[src/rtl/swd_pkg.sv]
package swd_pkg;

  localparam int unsigned SampleW = 10;
  localparam int unsigned CountW  = 8;
  localparam int unsigned SumW    = 12;
  localparam int unsigned RecipW  = 16;
  localparam int unsigned ProdW   = SumW + RecipW;

  // floor(sum / 3) as (sum * 43691) >> 17, exact for any sum of three samples
  localparam logic [RecipW-1:0] MeanRecip = 16'd43691;
  localparam int unsigned       MeanShift = 17;

  localparam logic [SampleW-1:0] DeadbandReset = 10'd50;

  localparam logic signed [CountW-1:0] StepMax = 8'sd127;
  localparam logic signed [CountW-1:0] StepMin = -8'sd128;

  localparam logic [1:0] MotionNone  = 2'd0;
  localparam logic [1:0] MotionRight = 2'd1;
  localparam logic [1:0] MotionLeft  = 2'd2;

  typedef enum logic [1:0] {
    DIR_NONE,
    DIR_UP,
    DIR_DOWN
  } dir_e;

  typedef struct packed {
    logic [SampleW-1:0] sample_one;
    logic [SampleW-1:0] sample_two;
    logic [SampleW-1:0] sample_three;
  } in_item_t;

  typedef struct packed {
    logic signed [CountW-1:0] step_count;
    logic [1:0]               motion;
  } out_item_t;

  typedef struct packed {
    logic near;
    dir_e dir;
  } lane_stat_t;

endpackage

[src/rtl/swd_lane.sv]
module swd_lane (
  input  logic                          clk_i,
  input  logic                          rst_ni,
  input  logic [swd_pkg::SampleW-1:0]   sample_i,
  input  logic [swd_pkg::SampleW-1:0]   mean_i,
  input  logic [swd_pkg::SampleW-1:0]   deadband_i,
  input  logic                          rest_i,
  input  logic                          adv_i,
  output swd_pkg::lane_stat_t           stat_o
);
  import swd_pkg::*;

  logic [SampleW-1:0] ref_q, ref_d;
  logic [SampleW:0]   chg, chg_mag, dev, dev_mag, dev_twice;
  logic               big;

  // change against the reference
  assign chg     = {1'b0, sample_i} - {1'b0, ref_q};
  assign chg_mag = chg[SampleW] ? (~chg + 1'b1) : chg;
  assign big     = chg_mag > {1'b0, deadband_i};

  // deviation from the mean of the set
  assign dev       = {1'b0, sample_i} - {1'b0, mean_i};
  assign dev_mag   = dev[SampleW] ? (~dev + 1'b1) : dev;
  assign dev_twice = {dev_mag[SampleW-1:0], 1'b0};

  assign stat_o.near = dev_twice < {1'b0, deadband_i};
  assign stat_o.dir  = big ? (chg[SampleW] ? DIR_DOWN : DIR_UP) : DIR_NONE;

  always_comb begin
    ref_d = ref_q;
    if (adv_i && (rest_i || big)) begin
      ref_d = sample_i;
    end
  end

  always_ff @(posedge clk_i or negedge rst_ni) begin
    if (!rst_ni) begin
      ref_q <= '0;
    end else begin
      ref_q <= ref_d;
    end
  end

endmodule

[src/rtl/swd_merge.sv]
module swd_merge (
  input  logic                      clk_i,
  input  logic                      rst_ni,
  input  swd_pkg::lane_stat_t [2:0] stat_i,
  input  logic                      adv_i,
  output logic                      rest_o,
  output swd_pkg::out_item_t        res_o
);
  import swd_pkg::*;

  logic signed [CountW-1:0] total_q, total_d;
  dir_e                     d1, d2, d3;
  logic                     right, left;

  // lane 2 carries the first electrode
  assign d1 = stat_i[2].dir;
  assign d2 = stat_i[1].dir;
  assign d3 = stat_i[0].dir;

  assign rest_o = stat_i[0].near && stat_i[1].near && stat_i[2].near;

  assign right = (d1 == DIR_NONE && d2 == DIR_UP   && d3 == DIR_DOWN) ||
                 (d1 == DIR_UP   && d2 == DIR_DOWN && d3 == DIR_NONE) ||
                 (d1 == DIR_DOWN && d2 == DIR_NONE && d3 == DIR_UP);
  assign left  = (d1 == DIR_UP   && d2 == DIR_NONE && d3 == DIR_DOWN) ||
                 (d1 == DIR_DOWN && d2 == DIR_UP   && d3 == DIR_NONE) ||
                 (d1 == DIR_NONE && d2 == DIR_DOWN && d3 == DIR_UP);

  always_comb begin
    total_d      = total_q;
    res_o.motion = MotionNone;
    if (rest_o) begin
      total_d = '0;
    end else if (right) begin
      res_o.motion = MotionRight;
      if (total_q != StepMax) begin
        total_d = total_q + 8'sd1;
      end
    end else if (left) begin
      res_o.motion = MotionLeft;
      if (total_q != StepMin) begin
        total_d = total_q - 8'sd1;
      end
    end
    res_o.step_count = total_d;
  end

  always_ff @(posedge clk_i or negedge rst_ni) begin
    if (!rst_ni) begin
      total_q <= '0;
    end else if (adv_i) begin
      total_q <= total_d;
    end
  end

endmodule

[src/rtl/three_phase_scroll_wheel_decoder.sv]
// pipeline: a request is held in stage 1, then its result in the output register
// throughput: 1 request per cycle when not stalled; stage 1 computes the mean,
// stage 2 runs the lanes, writes the output and updates references and step total
// reset: references and step total clear to zero, deadband returns to 50,
// both pipeline stages empty; no clearing pass, requests are taken right away
module three_phase_scroll_wheel_decoder (
  input  logic                          clk_i,
  input  logic                          rst_ni,
  input  logic                          in_valid_i,
  output logic                          in_stall_o,
  input  swd_pkg::in_item_t             in_item_i,
  output logic                          out_valid_o,
  input  logic                          out_stall_i,
  output swd_pkg::out_item_t            out_item_o,
  input  logic                          cfg_we_i,
  input  logic [swd_pkg::SampleW-1:0]   cfg_data_i
);
  import swd_pkg::*;

  // deadband register
  logic [SampleW-1:0] deadband_q;

  // stage 1: samples and their truncated mean
  logic                    s1_valid_q, s1_valid_d;
  logic [2:0][SampleW-1:0] smp_q;
  logic [SampleW-1:0]      mean_q;
  logic [SumW-1:0]         sum;
  logic [ProdW-1:0]        prod;

  // output register
  logic      out_valid_q, out_valid_d;
  out_item_t out_item_q;

  // handshake
  logic accept, out_ready, adv;

  // lanes and merge
  lane_stat_t [2:0] stat;
  logic             rest;
  out_item_t        res;

  assign out_ready  = !out_valid_q || !out_stall_i;
  assign adv        = s1_valid_q && out_ready;
  // only a held stage 1 blocks a new request
  assign in_stall_o = s1_valid_q && !out_ready;
  assign accept     = in_valid_i && !in_stall_o;

  // mean by reciprocal multiply, no divider
  assign sum  = SumW'(in_item_i.sample_one) + SumW'(in_item_i.sample_two)
              + SumW'(in_item_i.sample_three);
  assign prod = ProdW'(sum) * ProdW'(MeanRecip);

  always_comb begin
    s1_valid_d = s1_valid_q;
    if (accept) begin
      s1_valid_d = 1'b1;
    end else if (adv) begin
      s1_valid_d = 1'b0;
    end
  end

  always_comb begin
    out_valid_d = out_valid_q;
    if (adv) begin
      out_valid_d = 1'b1;
    end else if (!out_stall_i) begin
      out_valid_d = 1'b0;
    end
  end

  always_ff @(posedge clk_i or negedge rst_ni) begin
    if (!rst_ni) begin
      deadband_q  <= DeadbandReset;
      s1_valid_q  <= 1'b0;
      out_valid_q <= 1'b0;
    end else begin
      if (cfg_we_i) begin
        deadband_q <= cfg_data_i;
      end
      s1_valid_q  <= s1_valid_d;
      out_valid_q <= out_valid_d;
    end
  end

  // payload registers, no reset needed
  always_ff @(posedge clk_i) begin
    if (accept) begin
      smp_q[2] <= in_item_i.sample_one;
      smp_q[1] <= in_item_i.sample_two;
      smp_q[0] <= in_item_i.sample_three;
      mean_q   <= prod[MeanShift +: SampleW];
    end
    if (adv) begin
      out_item_q <= res;
    end
  end

  // one lane per electrode, each owns its reference
  for (genvar g = 0; g < 3; g++) begin : g_lane
    swd_lane u_lane (
      .clk_i      (clk_i),
      .rst_ni     (rst_ni),
      .sample_i   (smp_q[g]),
      .mean_i     (mean_q),
      .deadband_i (deadband_q),
      .rest_i     (rest),
      .adv_i      (adv),
      .stat_o     (stat[g])
    );
  end

  // rest detect, direction pattern match and saturating step total
  swd_merge u_merge (
    .clk_i  (clk_i),
    .rst_ni (rst_ni),
    .stat_i (stat),
    .adv_i  (adv),
    .rest_o (rest),
    .res_o  (res)
  );

  assign out_valid_o = out_valid_q;
  assign out_item_o  = out_item_q;

endmodule

[config.mk]
export PLATFORM = sky130hd
export DESIGN_NAME = three_phase_scroll_wheel_decoder
export DESIGN_NICKNAME = d
export VERILOG_FILES = /design/src/rtl/swd_pkg.sv /design/src/rtl/swd_lane.sv /design/src/rtl/swd_merge.sv /design/src/rtl/three_phase_scroll_wheel_decoder.sv
export SDC_FILE = /design/constraint.sdc
export NUM_CORES = 1
export LEC_CHECK = 0
export BUFFER_PORTS_ARGS = -buffer_cell sky130_fd_sc_hd__buf_2
export CELL_PAD_IN_SITES_DETAIL_PLACEMENT = 2
export CELL_PAD_IN_SITES_GLOBAL_PLACEMENT = 2
export CORE_ASPECT_RATIO = 0.9
export CORE_MARGIN = 2
export CORE_UTILIZATION = 37
export DETAILED_ROUTE_END_ITERATION = 10
export GPL_TIMING_DRIVEN = 0
export PLACE_DENSITY = 0.79
export SLEW_MARGIN = 5
export SYNTH_ARGS = -nofsm -noshare
export SYNTH_HDL_FRONTEND = slang
export SYNTH_SLANG_ARGS = --single-unit
[constraint.sdc]
create_clock -name clk_i -period 5 [get_ports clk_i]
set_clock_uncertainty 0.2 [all_clocks]
set_input_delay 0.25 -clock clk_i [delete_from_list [all_inputs] [get_ports clk_i]]
set_output_delay 0.25 -clock clk_i [all_outputs]
set_load 0.01 [all_outputs]
==> flow_summary.json <==
{
  "outcome": "finished with violations",
  "violations": "setup timing",
  "yosysTopAreaCell": "ha_1",
  "wl_per_cell_um": 31.5,
  "regArea_um2": 2760,
  "antenna_found_initial": 0,
  "synth_top_family_by_area": "adder cells",
  "relSlewSlack_pct": 44.8,
  "ff2ff_setup_slack_ns": -1.14,
  "die_x_um": 198,
  "num_rows": 63,
  "synthSimpleGateAreaFrac_pct": 13.0,
  "post-route-period-util_pct": 152,
  "cp_slowest_cell": "fa_1",
  "start_kind": "input port",
  "syn_area_per_cell_um2": 9.32,
  "worst_slew_pin_slew_ns": 0.828,
  "hold_violations": 0,
  "yosysUniqueCellTypes": 92,
  "synth_compound_area_share_pct": 17.8,
  "setup_slack_ns": -2.58,
  "numClockSinks": 100,
  "die_area_um2": 35300,
  "area_growth_syn_to_layout_pct": 32.3,
  "grt_pass1_vias": 13500,
  "cts_tree": "done",
  "cp-startpoint": "in_item_i[12]",
  "cts_buffers": 9,
  "required_ns": 4.95,
  "vias": 12400,
  "crit_path_max_fanout": 4,
  "r2r_cells": 25,
  "drive_gt1_share_pct": 28.2,
  "syn-instance-count": 1342,
  "start_util_pct": 37.8,
  "synth_seq_cells": 100,
  "clockRootBuffer": "clkbuf_16",
  "endpoint_kind": "flop",
  "crit_top_cell": "a21o_1",
  "drt_wl_total_um": 63300,
  "cts.path.max_buffers": 2,
  "synthArstFlopShare_pct": 50.0,
  "nets": 1896,
  "yosysMostFrequentCell": "ha_1",
  "drc": 0,
  "worstSetupPathType": "input port to flop",
  "cts.clk_slew.worst_paths_ns": 0.08,
  "whs_ns": 0.0473,
  "synth_edf_count": 50,
  "core_region_area_um2": 33100,
  "fp.dieH_um": 178,
  "synthTopCellsByArea": "ha_1 (21%), edfxtp_1 (12%), fa_1 (9.9%)",
  "max_freq_mhz": 132,
  "yosys_warnings": 0,
  "max_stage_delay_ns": 0.58,
  "fin_crit_ns": 7.58,
  "post_drt_via_cell_ratio": 6.18,
  "r2r-end": "out_item_o[3]$_DFFE_PP_",
  "synth_area_um2": 12500,
  "htree_levels": 3,
  "r2r-start": "smp_q[2]$_DFFE_PP_",
  "ys_dominant_reg_cell": "edfxtp_1",
  "yosysSeqAreaShare_pct": 22.0,
  "drv_slew": 0,
  "multi_input_area_um2": 10100,
  "cp-endpoint": "mean_q[6]$_DFFE_PP_",
  "syn_nets": 1654,
  "antenna_cells": 0,
  "first_pass_iters": 6,
  "drt_iter0_drc": 942,
  "grt_max_degree": 51,
  "io_buffer_count": 55,
  "hp-class": "input port to flop",
  "critical_path_arrival_ns": 7.53,
  "synth.top_cell.area_share_pct": 20.5,
  "io-pin-count": 57,
  "finalSetupViolCount": 58,
  "gp_congestion": 0.834,
  "synth_mux_area_share_pct": 2.79,
  "clk_latency_ns": 0.41,
  "num-fill-cells": 3382,
  "grt_setup_unrepaired": "true",
  "grt_use_total_pct": 31.0,
  "grt_pass1_wl_um": 82000,
  "synth-xor-area-share_pct": 7.22,
  "dp_hpwl_um": 32400,
  "ant_nets": 0,
  "max_cap_violations": 0,
  "overflow": 0,
  "synthTopCellsByCount": "ha_1 (205), inv_1 (197), nor2_1 (85)",
  "synthAdderAreaFrac_pct": 30.4
}
-- worst max-delay path: cells and delay by family --
family	cells	cell delay (ns)
and+or+nand+nor	1	0.11
AOI/OAI and AO/OA	18	3.22
xor gates and xnor gates	1	0.25
buffers and inverters	5	0.51
adders and majority gates	8	3.15
-- placed cells by master (no fill, tap or decap), drive strengths merged, types with 9 or more instances in the layout --
cell type / synthesis / routed
a21o: 24 / 24
o22ai: 9 / 9
a21oi: 72 / 72
xnor2: 75 / 75
mux2: 31 / 31
nor2: 86 / 86
a211oi: 25 / 25
nand3: 18 / 18
nor3: 16 / 16
o21ai: 69 / 69
nand4: 17 / 17
and2: 10 / 10
nand2b: 23 / 23
clkbuf: 11 / 17
a31oi: 12 / 12
o21a: 25 / 25
edfxtp: 50 / 50
o31ai: 12 / 12
xor2: 28 / 28
buf: 7 / 198
nand2: 56 / 56
ha: 205 / 205
fa: 62 / 62
dfrtp: 47 / 47
nor2b: 16 / 16
inv: 198 / 199
dlygate4sd3: 0 / 43
o211ai: 9 / 9
-- metal layers --
| metal | part of all wire [%] | track usage [%] | up-vias |
|---|---|---|---|
| li1 | - | - | 5241 |
| met1 | 37 | 35.0 | 6357 |
| met2 | 51 | 58.3 | 576 |
| met3 | 4.8 | 3.65 | 257 |
| met4 | 6.6 | 14.2 | 0 |
| met5 | 0 | 0 | - |
-- cell type report --
class                           instances  area share, %
Buffer                                 16          0.863
Clock buffer                            9           1.36
Clock inverter                          7          0.568
Inverter                              198           4.56
Multi-Input combinational cell       1026           60.9
Sequential cell                       100           16.7
Tap cell                              422           3.19
Timing Repair Buffer                  233           11.8
-- cell families (layout without fill, tap and decap cells) --
kind of cell    count (synthesis)  count (layout)
fa+ha+maj                     267             267
mux                            31              31
simple gates                  303             303
compound gates                322             322
flops                         100             100
xor+xnor                      103             103
buf+inv                       216             463
-- through the flow --
step / setup TNS, ns / area, um^2 / worst slack, ns / std cells / utilization, %
3_5_place_dp: -85.58 / 13400 / -3.28 / 1820 / 40.5
3_3_place_gp: -75.70 / 13400 / -3.02 / 1819 / 40.5
6_report: -68.09 / 16500 / -2.58 / 2011 / 49.9
2_1_floorplan: -17.84 / 12600 / -2.07 / 1342 / -
5_1_grt: -80.25 / 16500 / -2.79 / 2011 / 49.9
4_1_cts: -34.79 / 15700 / -2.37 / 1964 / 47.5
-- flip-flops by register name (all words and copies together), names as in the netlist --
register	cells
out_valid_o	1
out_item_o	10
mean_q	10
g_lane.u_lane.ref_q	30
s1_valid_q	1
smp_q	30
u_merge.total_q	8
deadband_q	10
-- worst min path at each step --
stage | start | end | slack [ns] | cells after the start
floorplan | rst_ni | deadband_q[0]$_DFFE_PN0P_ | -0.25 | 0
global placement | in_valid_i | s1_valid_q$_DFFE_PN0P_ | 0.25 | 2
detailed placement | rst_ni | deadband_q[8]$_DFFE_PN0P_ | 0.18 | 1
CTS | cfg_we_i | deadband_q[5]$_DFFE_PN1P_ | 0.05 | 3
global route | cfg_we_i | deadband_q[5]$_DFFE_PN1P_ | 0.11 | 3
finish | cfg_we_i | deadband_q[5]$_DFFE_PN1P_ | 0.05 | 3
-- what timing repair did --
item | 4_1_cts | 5_1_grt
buffers inserted | 82 | 58
cloned | 4 | 0
hold endpoints to repair | 89 | 0
endpoints found under the setup margin | 58 | 58
hold buffers | 43 | 0
gates resized for setup | 192 | 111
pin swaps | 103 | 85
Power is left out: the tool's default activity adds up to more than one toggle a clock period on the data nets, which glitch-free logic cannot reach.
